## src/hw/rtl/can_telemetry_frame_decoder_defines.svh

```systemverilog
// ----------------------------------------------------------------------------
// CAN telemetry frame decoder assertion macros
// Shared property wrappers used by the decoder modules.
// ----------------------------------------------------------------------------
`ifndef CAN_TELEMETRY_FRAME_DECODER_DEFINES_SVH
`define CAN_TELEMETRY_FRAME_DECODER_DEFINES_SVH

// Consequent must hold in the same cycle as the antecedent.
`define CTFD_ASSERT_SAME(label, ante, cons) \
  label: assert property (@(posedge clk) disable iff (!rst_n) (ante) |-> (cons)) \
    else $error("ctfd assertion failed");

// Consequent must hold in the cycle after the antecedent.
`define CTFD_ASSERT_NEXT(label, ante, cons) \
  label: assert property (@(posedge clk) disable iff (!rst_n) (ante) |=> (cons)) \
    else $error("ctfd assertion failed");

`endif

```

## src/hw/rtl/ctfd_pkg.sv

```systemverilog
// ----------------------------------------------------------------------------
// CAN telemetry frame decoder package
// Types, register indexes and constants shared by the decoder modules.
// ----------------------------------------------------------------------------
package ctfd_pkg;

  localparam logic [28:0] CHARGER_ID_A        = 29'd0;
  localparam logic [28:0] CHARGER_ID_B        = 29'd0;
  localparam logic [28:0] BMS_FLAG_ID         = 29'd0;
  localparam logic [31:0] STATS_PERIOD_MS     = 32'd1000;
  localparam logic [7:0]  DEFAULT_TEMPERATURE = 8'd0;

  localparam logic [3:0] DLC_MIN_VOLT_CURR = 4'd8;
  localparam logic [3:0] DLC_MIN_CTRL_MOT  = 4'd6;
  localparam logic [3:0] DLC_MIN_BATT      = 4'd1;

  localparam int unsigned CFG_DATA_W = 29;

  typedef enum logic [2:0] {
    CFG_VOLT_CURR_ID  = 3'd0,
    CFG_CTRL_MOTOR_ID = 3'd1,
    CFG_BATT_TEMP_ID  = 3'd2,
    CFG_ORIG_CHG_ID   = 3'd3,
    CFG_DEADZONE      = 3'd4,
    CFG_CHG_TIMEOUT   = 3'd5,
    CFG_AUTO_CHG_EN   = 3'd6
  } cfg_idx_t;

  typedef enum logic {
    OP_FRAME = 1'b0,
    OP_TICK  = 1'b1
  } op_t;

  typedef struct packed {
    logic [28:0] voltage_current_id;
    logic [28:0] controller_motor_id;
    logic [28:0] battery_temp_id;
    logic [28:0] original_charger_id;
    logic [9:0]  current_deadzone;
    logic [19:0] orig_timeout_ms;
    logic        auto_charging_enable;
  } cfg_t;

  typedef struct packed {
    op_t         operation;
    logic [28:0] can_id;
    logic [3:0]  dlc;
    logic [7:0]  byte0;
    logic [7:0]  byte1;
    logic [7:0]  byte2;
    logic [7:0]  byte3;
    logic [7:0]  byte4;
    logic [7:0]  byte5;
  } in_item_t;

  typedef struct packed {
    logic [15:0]        voltage_decivolts;
    logic signed [15:0] current_deciamps;
    logic               current_positive;
    logic [7:0]         temp_controller;
    logic [7:0]         temp_motor;
    logic [7:0]         temp_battery;
    logic [7:0]         mode_byte;
    logic               charger_seen;
    logic               original_charger_present;
    logic               charging_mode;
    logic [31:0]        frame_total;
    logic [31:0]        frames_per_period;
  } out_item_t;

endpackage

```

## src/hw/rtl/ctfd_cfg_regs.sv

```systemverilog
// ----------------------------------------------------------------------------
// CAN telemetry frame decoder configuration registers
// Holds the identifier, deadzone, timeout and enable values.
// ----------------------------------------------------------------------------
module ctfd_cfg_regs (
  input  logic                              clk,
  input  logic                              rst_n,
  input  logic                              cfg_we,
  input  logic [2:0]                        cfg_index,
  input  logic [ctfd_pkg::CFG_DATA_W-1:0]   cfg_wdata,
  output ctfd_pkg::cfg_t                    cfg
);

  ctfd_pkg::cfg_t cfg_r;

  always_ff @(posedge clk) begin
    if (!rst_n) begin
      cfg_r <= '0;
    end else if (cfg_we) begin
      case (ctfd_pkg::cfg_idx_t'(cfg_index))
        ctfd_pkg::CFG_VOLT_CURR_ID:  cfg_r.voltage_current_id   <= cfg_wdata;
        ctfd_pkg::CFG_CTRL_MOTOR_ID: cfg_r.controller_motor_id  <= cfg_wdata;
        ctfd_pkg::CFG_BATT_TEMP_ID:  cfg_r.battery_temp_id      <= cfg_wdata;
        ctfd_pkg::CFG_ORIG_CHG_ID:   cfg_r.original_charger_id  <= cfg_wdata;
        ctfd_pkg::CFG_DEADZONE:      cfg_r.current_deadzone     <= cfg_wdata[9:0];
        ctfd_pkg::CFG_CHG_TIMEOUT:   cfg_r.orig_timeout_ms      <= cfg_wdata[19:0];
        ctfd_pkg::CFG_AUTO_CHG_EN:   cfg_r.auto_charging_enable <= cfg_wdata[0];
        default: begin
        end
      endcase
    end
  end

  assign cfg = cfg_r;

endmodule

```

## src/hw/rtl/ctfd_core.sv

```systemverilog
// ----------------------------------------------------------------------------
// CAN telemetry frame decoder core
// Telemetry state registers and the single-pass frame and tick update.
// ----------------------------------------------------------------------------
`include "can_telemetry_frame_decoder_defines.svh"

module ctfd_core (
  input  logic                clk,
  input  logic                rst_n,
  input  logic                step_en,
  input  ctfd_pkg::in_item_t  item,
  input  ctfd_pkg::cfg_t      cfg,
  output ctfd_pkg::out_item_t result
);

  logic [31:0] now_r, now_nxt;
  logic [31:0] stats_start_r, stats_start_nxt;
  logic [31:0] period_cnt_r, period_cnt_nxt;
  logic [31:0] total_cnt_r, total_cnt_nxt;
  logic [31:0] rate_r, rate_nxt;
  logic [31:0] last_orig_r, last_orig_nxt;
  logic [15:0] voltage_r, voltage_nxt;
  logic [15:0] current_r, current_nxt;
  logic        positive_r, positive_nxt;
  logic [7:0]  ctrl_temp_r, ctrl_temp_nxt;
  logic [7:0]  motor_temp_r, motor_temp_nxt;
  logic [7:0]  batt_temp_r, batt_temp_nxt;
  logic [7:0]  mode_r, mode_nxt;
  logic        any_chg_r, any_chg_nxt;
  logic        orig_r, orig_nxt;
  logic        charge_r, charge_nxt;

  logic [31:0] now_inc;
  logic [31:0] stats_elapsed;
  logic [31:0] orig_elapsed;
  logic [15:0] raw_curr;
  logic [15:0] curr_mag;
  logic [15:0] curr_kept;
  logic        orig_hit;
  logic        other_chg_hit;

  assign now_inc       = now_r + 32'd1;
  assign stats_elapsed = now_inc - stats_start_r;
  assign orig_elapsed  = now_inc - last_orig_r;
  assign raw_curr      = {item.byte2, item.byte3};
  assign curr_mag      = raw_curr[15] ? (~raw_curr + 16'd1) : raw_curr;
  assign curr_kept     = (curr_mag < {6'd0, cfg.current_deadzone}) ? 16'd0 : raw_curr;
  assign orig_hit      = (item.can_id == cfg.original_charger_id);
  assign other_chg_hit = (item.can_id == ctfd_pkg::CHARGER_ID_A) ||
                         (item.can_id == ctfd_pkg::CHARGER_ID_B) ||
                         (item.can_id == ctfd_pkg::BMS_FLAG_ID);

  always_comb begin
    now_nxt         = now_r;
    stats_start_nxt = stats_start_r;
    period_cnt_nxt  = period_cnt_r;
    total_cnt_nxt   = total_cnt_r;
    rate_nxt        = rate_r;
    last_orig_nxt   = last_orig_r;
    voltage_nxt     = voltage_r;
    current_nxt     = current_r;
    positive_nxt    = positive_r;
    ctrl_temp_nxt   = ctrl_temp_r;
    motor_temp_nxt  = motor_temp_r;
    batt_temp_nxt   = batt_temp_r;
    mode_nxt        = mode_r;
    any_chg_nxt     = any_chg_r;
    orig_nxt        = orig_r;
    charge_nxt      = charge_r;

    if (item.operation == ctfd_pkg::OP_TICK) begin
      now_nxt = now_inc;
      if (stats_elapsed >= ctfd_pkg::STATS_PERIOD_MS) begin
        rate_nxt        = period_cnt_r;
        period_cnt_nxt  = 32'd0;
        stats_start_nxt = now_inc;
      end
      if (orig_r && (orig_elapsed > {12'd0, cfg.orig_timeout_ms})) begin
        orig_nxt   = 1'b0;
        charge_nxt = 1'b0;
      end
    end else begin
      total_cnt_nxt  = total_cnt_r + 32'd1;
      period_cnt_nxt = period_cnt_r + 32'd1;
      if (orig_hit) begin
        orig_nxt      = 1'b1;
        last_orig_nxt = now_r;
        if (cfg.auto_charging_enable) begin
          charge_nxt = 1'b1;
        end
      end else if (other_chg_hit) begin
        any_chg_nxt = 1'b1;
      end
      // A charger id that matches no data id falls through every test below.
      if ((item.can_id == cfg.voltage_current_id) &&
          (item.dlc >= ctfd_pkg::DLC_MIN_VOLT_CURR)) begin
        voltage_nxt  = {item.byte0, item.byte1};
        current_nxt  = curr_kept;
        positive_nxt = (curr_kept != 16'd0) && !curr_kept[15];
      end else if ((item.can_id == cfg.controller_motor_id) &&
                   (item.dlc >= ctfd_pkg::DLC_MIN_CTRL_MOT)) begin
        ctrl_temp_nxt  = item.byte4;
        motor_temp_nxt = item.byte5;
        mode_nxt       = item.byte1;
      end else if ((item.can_id == cfg.battery_temp_id) &&
                   (item.dlc >= ctfd_pkg::DLC_MIN_BATT)) begin
        batt_temp_nxt = item.byte0;
      end
    end
  end

  always_ff @(posedge clk) begin
    if (!rst_n) begin
      now_r         <= '0;
      stats_start_r <= '0;
      period_cnt_r  <= '0;
      total_cnt_r   <= '0;
      rate_r        <= '0;
      last_orig_r   <= '0;
      voltage_r     <= '0;
      current_r     <= '0;
      positive_r    <= 1'b0;
      ctrl_temp_r   <= ctfd_pkg::DEFAULT_TEMPERATURE;
      motor_temp_r  <= ctfd_pkg::DEFAULT_TEMPERATURE;
      batt_temp_r   <= ctfd_pkg::DEFAULT_TEMPERATURE;
      mode_r        <= '0;
      any_chg_r     <= 1'b0;
      orig_r        <= 1'b0;
      charge_r      <= 1'b0;
    end else if (step_en) begin
      now_r         <= now_nxt;
      stats_start_r <= stats_start_nxt;
      period_cnt_r  <= period_cnt_nxt;
      total_cnt_r   <= total_cnt_nxt;
      rate_r        <= rate_nxt;
      last_orig_r   <= last_orig_nxt;
      voltage_r     <= voltage_nxt;
      current_r     <= current_nxt;
      positive_r    <= positive_nxt;
      ctrl_temp_r   <= ctrl_temp_nxt;
      motor_temp_r  <= motor_temp_nxt;
      batt_temp_r   <= batt_temp_nxt;
      mode_r        <= mode_nxt;
      any_chg_r     <= any_chg_nxt;
      orig_r        <= orig_nxt;
      charge_r      <= charge_nxt;
    end
  end

  always_comb begin
    result.voltage_decivolts        = voltage_nxt;
    result.current_deciamps         = current_nxt;
    result.current_positive         = positive_nxt;
    result.temp_controller          = ctrl_temp_nxt;
    result.temp_motor               = motor_temp_nxt;
    result.temp_battery             = batt_temp_nxt;
    result.mode_byte                = mode_nxt;
    result.charger_seen             = any_chg_nxt;
    result.original_charger_present = orig_nxt;
    result.charging_mode            = charge_nxt;
    result.frame_total              = total_cnt_nxt;
    result.frames_per_period        = rate_nxt;
  end

  `CTFD_ASSERT_SAME(a_charge_needs_orig, charge_r, orig_r)
  `CTFD_ASSERT_NEXT(a_tick_keeps_total, step_en && (item.operation == ctfd_pkg::OP_TICK),
                    total_cnt_r == $past(total_cnt_r))

endmodule

```

## src/hw/rtl/can_telemetry_frame_decoder.sv

```systemverilog
// ----------------------------------------------------------------------------
// CAN telemetry frame decoder
// Result path: an accepted request is held in the input register, and the
// result register loads from it once the result register is free or taken.
// Throughput: one request per cycle; the input register and the result
// register each advance whenever the result register is free or taken.
// Reset: synchronous, active low; clears all configuration registers, counters
// and flags, and the temperatures return to their default value.
// ----------------------------------------------------------------------------
`include "can_telemetry_frame_decoder_defines.svh"

module can_telemetry_frame_decoder (
  input  logic                             clk,
  input  logic                             rst_n,
  input  logic                             in_valid,
  output logic                             in_ready,
  input  ctfd_pkg::in_item_t               in_data,
  output logic                             out_valid,
  input  logic                             out_ready,
  output ctfd_pkg::out_item_t              out_data,
  input  logic                             cfg_we,
  input  logic [2:0]                       cfg_index,
  input  logic [ctfd_pkg::CFG_DATA_W-1:0]  cfg_wdata
);

  ctfd_pkg::cfg_t      cfg;
  ctfd_pkg::in_item_t  s1_item_r;
  ctfd_pkg::out_item_t out_data_r;
  ctfd_pkg::out_item_t result;
  logic                s1_valid_r;
  logic                out_valid_r;
  logic                s1_go;

  assign s1_go    = s1_valid_r && (!out_valid_r || out_ready);
  assign in_ready = !s1_valid_r || s1_go;

  ctfd_cfg_regs u_cfg_regs (
    .clk       (clk),
    .rst_n     (rst_n),
    .cfg_we    (cfg_we),
    .cfg_index (cfg_index),
    .cfg_wdata (cfg_wdata),
    .cfg       (cfg)
  );

  ctfd_core u_core (
    .clk     (clk),
    .rst_n   (rst_n),
    .step_en (s1_go),
    .item    (s1_item_r),
    .cfg     (cfg),
    .result  (result)
  );

  always_ff @(posedge clk) begin
    if (!rst_n) begin
      s1_valid_r  <= 1'b0;
      out_valid_r <= 1'b0;
    end else begin
      if (in_ready) begin
        s1_valid_r <= in_valid;
      end
      if (s1_go) begin
        out_valid_r <= 1'b1;
      end else if (out_ready) begin
        out_valid_r <= 1'b0;
      end
    end
  end

  always_ff @(posedge clk) begin
    if (in_valid && in_ready) begin
      s1_item_r <= in_data;
    end
    if (s1_go) begin
      out_data_r <= result;
    end
  end

  assign out_valid = out_valid_r;
  assign out_data  = out_data_r;

  `CTFD_ASSERT_SAME(a_ready_when_out_free, !out_valid_r, in_ready)
  `CTFD_ASSERT_NEXT(a_frame_counts_once,
                    s1_go && (s1_item_r.operation == ctfd_pkg::OP_FRAME) && out_valid_r,
                    out_data_r.frame_total == $past(out_data_r.frame_total) + 32'd1)
  `CTFD_ASSERT_NEXT(a_step_fills_output, s1_go, out_valid_r)

endmodule
```

## config.mk

```make
export PLATFORM = sky130hd
export DESIGN_NAME = can_telemetry_frame_decoder
export DESIGN_NICKNAME = d
export VERILOG_FILES = /design/src/hw/rtl/ctfd_pkg.sv /design/src/hw/rtl/ctfd_cfg_regs.sv /design/src/hw/rtl/ctfd_core.sv /design/src/hw/rtl/can_telemetry_frame_decoder.sv
export VERILOG_INCLUDE_DIRS = /design/src /design/src/hw/rtl
export SDC_FILE = /design/constraint.sdc
export NUM_CORES = 1
export LEC_CHECK = 0
export BUFFER_PORTS_ARGS = -buffer_cell sky130_fd_sc_hd__buf_2
export CAP_MARGIN = 20
export CORE_MARGIN = 8
export CORE_UTILIZATION = 55
export DETAILED_ROUTE_END_ITERATION = 10
export PLACE_DENSITY = 0.74
export SLEW_MARGIN = 15
export SYNTH_ARGS = -nofsm -noshare
export SYNTH_HDL_FRONTEND = slang
export SYNTH_SLANG_ARGS = --single-unit
export TNS_END_PERCENT = 5
```

## constraint.sdc

```tcl
create_clock -name clk -period 13.1 [get_ports clk]
set_clock_uncertainty 0.15 [all_clocks]
set_input_delay 3.275 -clock clk [delete_from_list [all_inputs] [get_ports clk]]
set_output_delay 3.275 -clock clk [all_outputs]
set_load 0.01 [all_outputs]
```

-- Word-level counts from Yosys, hierarchy flattened
Cells that the tools add are included.
W data, S select, Z words.
- output and inout bits: 134
- memory bits (read-only): 0
- bits in registers: 623
- logic and storage cells: 136
- memories: 0
- RAM bits: 0
- input port bits: 119
- bits in latches: 0
- equality and inequality tests: 11
- divide/modulo/power cells: 0
- multipliers: 0
- $lt $le $gt $ge: 6
- add/subtract/negate cells: 6
- reduce and logical (&&, ||, !) cells: 27
- muxes and demuxes: 38
- bitwise operators: 2
- shifts and indexed selects: 0
- operators with widths (kind ; count):
    $mux W32 ; 5
    $eq A29 B29 Y1 ; 4
    $mux W8 ; 13
    $add A32 B1 Y32 const B ; 3
    $mux W16 ; 6
    $sub A32 B32 Y32 ; 2
    $ge A32 B10 Y1 const B ; 1
    $gt A32 B20 Y1 ; 1
    $logic_not A29 Y1 ; 1
    $reduce_and A2 Y1 ; 9
    $add A16 B1 Y16 const B ; 1
    $lt A16 B10 Y1 ; 1
    $not A16 Y16 ; 1
    $reduce_bool A16 Y1 ; 1
    $mux W1 ; 14
    $eq A3 B3 Y1 const B ; 3
    $logic_and A1 B1 Y1 ; 7
    $eq A3 B2 Y1 const B ; 2
    $reduce_and A3 Y1 ; 2
    $ge A4 B1 Y1 const B ; 1
    $ge A4 B3 Y1 const B ; 1
    $ge A4 B4 Y1 const B ; 1
    $eq A3 B1 Y1 const B ; 1
    $logic_not A1 Y1 ; 3
    5 further kinds ; 6

-- Logic depth before layout (Yosys ltp)
Gate-level depths: netlist of the first run.
- depth after elaboration: 9
- depth in mapped cells: 27
- depth with buffers taken out: 26

-- Hierarchy
Synthesis of the first run repeated with hierarchy kept, for this count alone.
- cells, all modules: 3217
- area, all modules: 30955.9 um2
- by module, submodules not included (module ; instances ; area each (um2) ; sequential area each (um2) ; cells each):
    ctfd_core ; 1 ; 19054.5 ; 5205.0 ; 2482
    can_telemetry_frame_decoder ; 1 ; 6530.0 ; 6466.2 ; 223
    ctfd_cfg_regs ; 1 ; 5371.4 ; 2942.8 ; 512

-- Least setup slack after synthesis of the first run
Ideal clock, no wire load.
- path kind: input to register
- start point: input out_ready
- end point: register u_core.period_cnt_r[30]
- data arrival time: 8030 ps
- data required time: 12593 ps
- path slack: 4562 ps
- library setup time: 357 ps
- cell stages on the path: 6
- buffers on the path: 2
- cells stage by stage: nor2b_1 > nand2b_1 > inv_2 > clkbuf_1 > buf_1 > a41oi_1
- longest elaborated chain between the ends: 3
- ends and longest elaborated chain (item ; RTL line ; RTL):
    from (decl) ; can_telemetry_frame_decoder.sv:19 ; input logic out_ready,
    $logic_or A1 B1 Y1 ; can_telemetry_frame_decoder.sv:34 ; assign s1_go = s1_valid_r && (!out_valid_r || out_ready);
    $logic_and A1 B1 Y1 ; can_telemetry_frame_decoder.sv:34 ;
    via s1_go ; can_telemetry_frame_decoder.sv:32 ; logic s1_go;
    $reduce_and A2 Y1 (no line) ; -- ;
    to (signal assigned) ; ctfd_core.sv:133 ; period_cnt_r <= period_cnt_nxt;
    to (decl) ; ctfd_core.sv:18 ; logic [31:0] period_cnt_r, period_cnt_nxt;
The timed path passes the listed nets, and every way through them passes these cells.
A chain may end at the register's enable or synchronous reset.

==> impl_metrics.csv, run 1 <==
group,metric,value,unit
run_status,run_status,"completed",
sta,finalCriticalPeriod,7.431,ns
worst_setup_path,setup.worst_path.class,"register to register",
pwr,max-vdd-ir-drop,0.09217,mV
sta,post-route-period-util,0.5673,
job,timing.max_cap.violations,0,
sta,fmax,134.6,MHz
worst_setup_path,critical_path.endpoint_type,"register",
layout,drive_above_1_share,0.1415,
clock_network,clock_latency,0.62,ns
layout,syn2layout_area_growth,12.43,%
synth,synthFlopType,"dfxtp_1",
floorplan,placeable_area,56280,um^2
layout,filler_cell_count,4704,
drt,antenna_left,0,
worst_setup_path,critical_path_peak_fanout,8,
clock_network,root_buffer,"clkbuf_16",
synth,synth_enable_flop_cells,214,
hold_path,min_path_cells,2,
hold_path,hold_path_class,"register to register",
synth,ys_types,84,
layout,seqCellArea,14610,um^2
worst_setup_path,required_time_of_the_worst_setup_path,13.41,ns
layout,design_area,35180,um^2
layout,mostFrequentLayoutCell,"nand2_1",
place,buffer_ports.inserted,252,
synth,syn-instance-count,3392,
synth,register_area_share_after_synthesis,0.4671,
sta,smallest_hold_slack,0.2994,ns
drt,dr.first_iter.drc_count,2443,
worst_setup_path,setup_crit_start_kind,"register",
drt,drc,0,
floorplan,die-width,254.5,um
sta,setup_violations,0,
place,post_placement_cell_area,32890,um^2
sta,final-max-slew-violation-count,0,
sta,hold_violations,0,
drt,wirelength,82.64,mm
place,dp.final_hpwl,57.35,mm
synth,syn_avg_cell_area,9.224,um^2
place,post-place-ws,5.804,ns
clock_network,clock_sinks,623,
global_routing,global_route.usage.total,0.2449,
synth,synth.top_cell.area_share,0.2617,
synth,syn-num-nets,3608,
drt,via_per_inst,5.787,
sta,finalWorstSetupSlack,5.669,ns
drt,dr.pass1.iters,6,
global_routing,grt_antenna_before_repair,0,
sta,timing_worst_slew_pin_value,1.091,ns
floorplan,die_area,64780,um^2
synth,async_reset_ff_frac,0,
global_routing,grt_max_degree,97,
pwr,power.leakage,13.23,nW
synth,synth_largest_area_cell,"dfxtp_1",
clock_network,tritoncts,"yes",
global_routing,overflow,0,
floorplan,std_cell_rows,87,
worst_setup_path,reg2regPathDepth,25,
place,globalplace.congestion,0.9463,
global_routing,grt_pass1_vias,22990,
global_routing,grt_pass1_wl,128.2,mm
drt,post_drt_wl_per_cell,19.07,um
layout,multi_input_area,15320,um^2
clock_network,clock_slew_at_reported_path_ffs,0.06,ns
synth,synth_warnings,0,
layout,final_net_count,3738,
clock_network,postCtsSetupRepairBufs,0,
synth,synth_area,31290,um^2
pwr,post-layout-total-power,4.396,mW
drt,routed-via-count,25070,
clock_network,cts-htree-levels,3,
layout,highest_count_cells_in_the_layout_ignoring_fill_and_taps,"604 x nand2_1, 409 x dfxtp_1, 251 x buf_2",
worst_setup_path,worst-endpoint-arrival,7.74,ns
sta,max-slew-margin-rel,0.2707,
clock_network,cts.path.max_buffers,3,
clock_network,post_cts_gate_resize_count,0,
pwr,power_density,125.0,nW/um^2
sta,unrepaired_setup_endpoints_after_global_routing,"false",
sta,totalNegativeSetupSlack,0,ns
synth,synth_seq_cells,623,
clock_network,cts_inserted_buffers,68,
floorplan,dieHeight,254.5,um
floorplan,initial_core_utilization,0.5560,
floorplan,num_io_pins,253,
synth,dominant_cells_by_area_after_synthesis,"dfxtp_1 26%, edfxtp_1 21%, nand2_1 7.3%",
clock_network,hold_buf_cts,0,
-- Yosys cell counts, types with 10 or more instances --
master and instances:
a21boi_0 93, nand2_1 605, buf_2 10, a211oi_1 11
a21o_1 46, dfxtp_1 409, nand3_1 51, or2_2 10
o21a_1 17, mux2_2 82, ha_1 95, edfxtp_1 214
nor2b_1 22, clkbuf_1 201, o22ai_1 21, a31oi_1 17
nor2_1 187, xor2_1 99, o311a_1 29, xnor2_1 176
nor3_1 63, and2_1 33, nor4_1 40, a21oi_1 203
inv_1 138, a22o_1 17, and3_1 33, mux2i_1 77
o21ai_0 117, or3_1 28, nand4_1 90
-- cell families after synthesis --
logic type | count (synthesis) | share of synthesized area
AND/OR/NAND/NOR | 1210 | 0.1772
AO/OA/AOI/OAI | 666 | 0.1409
flip-flops | 623 | 0.4671
buffers and inverters | 362 | 0.04443
XOR/XNOR | 275 | 0.07698
multiplexers | 159 | 0.05415
adder cells (fa/ha/maj) | 97 | 0.03927
-- worst max-delay path, cell delays in order (launching register included) --
cell	delay (ns)
dfxtp_1	0.50
ha_1	0.27
nand3_1	0.16
nor2_1	0.38
nand3_1	0.22
nor2_1	0.23
and3_1	0.24
and3_1	0.26
nand3_1	0.12
xnor2_1	0.32
ha_1	0.36
a21oi_1	0.26
o21ai_0	0.18
a311oi_1	0.81
xnor2_1	0.17
ha_1	0.33
a21o_1	0.16
a21o_1	0.17
a21oi_1	0.21
nand2_1	0.08
o31ai_1	0.31
o2111ai_1	0.16
nor4_1	0.26
nand4_1	0.12
or4_1	0.64
a31oi_1	0.20
-- routing by layer --
layer  share of wire  wire (um)  track usage
met1            0.45      37150       0.3435
met2            0.45      37260       0.3900
met3           0.077       6335      0.04096
met4           0.023       1890      0.06586
met5               0          0            0
-- flip-flops by register name, indices dropped and copies added (netlist names), 16 cells and up --
name and flops:
out_data 132, s1_item_r 82, u_cfg_regs.cfg 147, u_core.current_r 16, u_core.last_orig_r 32, u_core.now_r 32, u_core.period_cnt_r 32, u_core.rate_r 32
u_core.stats_start_r 32, u_core.total_cnt_r 32, u_core.voltage_r 16
-- path summary, 6_finish.rpt --
check / endpoint / slack [ns] / start
max: out_data[64] / 5.67 / u_core.now_r[0]
max reg2reg: out_data[64] / 5.67 / u_core.now_r[0]
min: u_core.mode_r[3] / 0.30 / u_core.mode_r[3]
min reg2reg: u_core.mode_r[3] / 0.30 / u_core.mode_r[3]
-- stage by stage --
step                std cells  utilization
finish                   4333       0.6251
global route             4332       0.6250
CTS                      4329       0.6241
detailed placement       4205       0.5843
global placement         4205       0.5843
floorplan                3392            -
-- final cells by class --
type                    instances  share of cell area
clock inverters                32             0.01160
repair buffers                281             0.04300
clock buffers                  92             0.05207
diodes                          1          0.00007114
flip-flops and latches        623              0.4154
multi-input cells            2407              0.4355
inverters                     141             0.01540
well taps                     756             0.02689
-- power by group --
| part | internal (mW) | total [mW] | switching [mW] | leakage [nW] |
|---|---|---|---|---|
| registers | 2.06 | 2.10 | 0.0417 | 5.28 |
| clock network | 1.12 | 1.93 | 0.809 | 1.08 |
| logic | 0.136 | 0.373 | 0.236 | 6.87 |
| total | 3.31 | 4.40 | 1.09 | 13.2 |
Note: power is estimated with default switching activity, not from simulation.
==> inputs of run 2 (changes only) <==
ABC_AREA = 1   (was unset)
clock period = 7.6 ns   (was 13.1 ns; I/O delays follow)
==> run 2 against run 1 <==
Effect of this change:
- worst setup slack worse by 4.0 ns
- count of clock-buffer cells in the layout is 7 lower
- cell area is 2.5% higher
- power is 88% higher
- via count is 13% higher
- synthesized cell count is 27% higher
- global-route usage is 1.3 points higher
- combinational power grew to 3.7 times the previous value
- clock power is 65% higher
- utilization is 0.11 points lower
- largest power group unchanged
- highest routed layer is now met5
==> impl_metrics.csv, run 2 <==
group,metric,value,unit
run_status,run_status,"completed",
drt,antenna_left,0,
sta,post-route-period-util,0.7838,
place,post-place-cells,5192,
global_routing,global_route.usage.total,0.2579,
drt,dr.pass1.iters,5,
layout,mostFrequentLayoutCell,"nand2_1",
sta,timing_worst_slew_pin_value,0.9914,ns
place,dp.final_hpwl,64.66,mm
worst_setup_path,setup.reg_to_reg.worst_slack,1.64,ns
pwr,power.leakage,16.31,nW
worst_setup_path,critical_path.slowest_cell,"nand2_2",
worst_setup_path,critPathMostFrequentCell,"nand2_1",
drt,drc,0,
clock_network,cts-htree-levels,3,
clock_network,cts.path.max_buffers,3,
place,buffer_ports.inserted,252,
layout,final_net_count,4713,
synth,synthFlopType,"dfxtp_1",
pwr,max-vdd-ir-drop,0.2128,mV
pwr,power_density,229.6,nW/um^2
floorplan,placeable_area,57810,um^2
worst_setup_path,cpPeakStageDelay,0.74,ns
synth,synth_largest_area_cell,"dfxtp_1",
sta,setup_violations,0,
synth,synthMostInstantiatedCell,"nand2_1",
hold_path,min_path_cells,2,
clock_network,postCtsSetupRepairBufs,0,
floorplan,num_io_pins,253,
drt,via_per_inst,5.343,
floorplan,initial_core_utilization,0.5577,
worst_setup_path,setup_crit_start_kind,"register",
layout,highest_count_cells_in_the_layout_ignoring_fill_and_taps,"854 x nand2_1, 654 x inv_1, 530 x nor2_1",
drt,dr.first_iter.drc_count,2396,
hold_path,worstHoldEndpoint,"u_cfg_regs.cfg[58]",
place,globalplace.congestion,0.9970,
global_routing,grt_max_degree,143,
clock_network,hold_buf_cts,0,
synth,ys_types,55,
layout,max_reg_flops,147,
floorplan,die_area,66620,um^2
global_routing,grt_antenna_before_repair,4,
drt,post_drt_wl_per_cell,16.75,um
clock_network,post_cts_gate_resize_count,0,
pwr,post-layout-total-power,8.281,mW
worst_setup_path,reg2regPathDepth,28,
place,post-place-ws,1.674,ns
synth,syn-instance-count,4321,
worst_setup_path,required_time_of_the_worst_setup_path,7.76,ns
worst_setup_path,critical_path.endpoint_type,"register",
synth,synth_area,32240,um^2
synth,synth_common_cells,"855 x nand2_1, 656 x inv_1, 531 x nor2_1",
sta,finalCriticalPeriod,5.957,ns
synth,synth_enable_flop_cells,214,
hold_path,hold_path_class,"register to register",
sta,fmax,167.9,MHz
floorplan,std_cell_rows,88,
sta,hold_violations,0,
layout,layout.cells.non_filler,5316,
worst_setup_path,worstPathBufferInverterCount,3,
synth,async_reset_ff_frac,0,
synth,syn_avg_cell_area,7.461,um^2
job,timing.max_cap.violations,0,
clock_network,clock_sinks,623,
worst_setup_path,worstReg2RegStart,"u_core.now_r[0]",
worst_setup_path,setup.worst_path.class,"register to register",
sta,unrepaired_setup_endpoints_after_global_routing,"false",
synth,synth.top_cell.area_share,0.2540,
synth,synth_seq_cells,623,
layout,syn2layout_area_growth,11.88,%
sta,finalWorstSetupSlack,1.643,ns
synth,dominant_cells_by_area_after_synthesis,"dfxtp_1 25%, edfxtp_1 20%, nand2_1 10%",
global_routing,grt_pass1_wl,140.9,mm
synth,syn-num-nets,4537,
place,post_placement_cell_area,33910,um^2
global_routing,overflow,0,
worst_setup_path,critical-path-top-delay-family,"simple AND/OR/NAND/NOR gates",
sta,totalNegativeSetupSlack,0,ns
worst_setup_path,worst-endpoint-arrival,6.12,ns
drt,routed-via-count,28400,
clock_network,tritoncts,"yes",
floorplan,dieHeight,258.1,um
drt,wirelength,89.02,mm
floorplan,die-width,258.1,um
synth,synth_warnings,0,
clock_network,clock_latency,0.62,ns
sta,max-slew-margin-rel,0.3384,
layout,design_area,36070,um^2
worst_setup_path,critical_path_peak_fanout,58,
layout,filler_cell_count,5259,
layout,drive_above_1_share,0.09411,
clock_network,root_buffer,"clkbuf_16",
global_routing,grt_pass1_vias,26410,
clock_network,clock_slew_at_reported_path_ffs,0.06,ns
synth,register_area_share_after_synthesis,0.4533,
worst_setup_path,worst_r2r_endpoint,"out_data[21]",
clock_network,cts_inserted_buffers,67,
hold_path,timing.hold.worst.start,"u_cfg_regs.cfg[58]",
sta,final-max-slew-violation-count,0,
==> run 2: changes by cell type after synthesis, moves of 82 or more <==
cell	before	now
xnor2_1	176	31
a21oi_1	203	310
inv_1	138	656
nor2_1	187	531
mux2_2	82	0
o21ai_0	117	404
a21boi_0	93	0
nand2_1	605	855
nand3_1	51	168
==> run 2: logic make-up (layout without fill, tap and decap cells) <==
family | after synthesis | count (layout) | synth area share
buf+inv | 835 | 1062 | 0.1012
simple gates | 1809 | 1809 | 0.2376
flops | 623 | 623 | 0.4533
other cells | 0 | 3 | 0
compound gates | 818 | 818 | 0.1320
fa+ha+maj | 97 | 97 | 0.03811
xor+xnor | 139 | 139 | 0.03776
==> run 2: worst max-delay path by stage <==
stage                                from                        to  slack, ns  cells after the start
after global routing      u_core.now_r[0]         u_core.rate_r[31]       0.96                     33
after detailed placement  u_core.now_r[0]              out_data[21]       1.67                     28
after CTS                 u_core.now_r[0]              out_data[21]       1.65                     28
after global placement    u_core.now_r[0]  u_core.stats_start_r[27]       1.87                     31
final                     u_core.now_r[0]              out_data[21]       1.64                     28
after floorplan                 out_ready               out_data[0]       0.68                      6
==> run 2: where the power goes <==
group	total (mW)	switching (mW)	internal [mW]
Combinational	1.39	0.931	0.457
Clock	3.18	1.38	1.81
Sequential	3.71	0.104	3.60
Total	8.28	2.41	5.87
==> run 2: metal layers <==
layer  global-route usage  share of wire  up-vias
met1               0.3382           0.44    13000
met5                    0        0.00010        -
met4              0.09858          0.038        2
li1                     -              -    14370
met2               0.4297           0.47      840
met3              0.03667          0.053      190
==> run 2: final cells by class <==
type,count,area [um^2],area share
well taps,765,957.2,0.02654
flip-flops and latches,623,14610,0.4052
repair buffers,273,1450,0.04021
clock inverters,35,279.0,0.007736
multi-input cells,2863,14390,0.3989
clock buffers,85,1849,0.05127
inverters,669,2525,0.07000
diodes,3,7.507,0.0002081
==> run 2: per-stage QoR <==
step / hold WS (ns) / utilization
after floorplan: 0.2853 / -
after detailed placement: 0.2982 / 0.5867
final: 0.3071 / 0.6240
after global routing: 0.3240 / 0.6239
after global placement: 0.2946 / 0.5867
after CTS: 0.3084 / 0.6235
==> run 2: worst min-delay path, stage by stage (launching register included) <==
cell and delay [ns]:
dfxtp_1 0.32, inv_1 0.05, a21oi_1 0.05
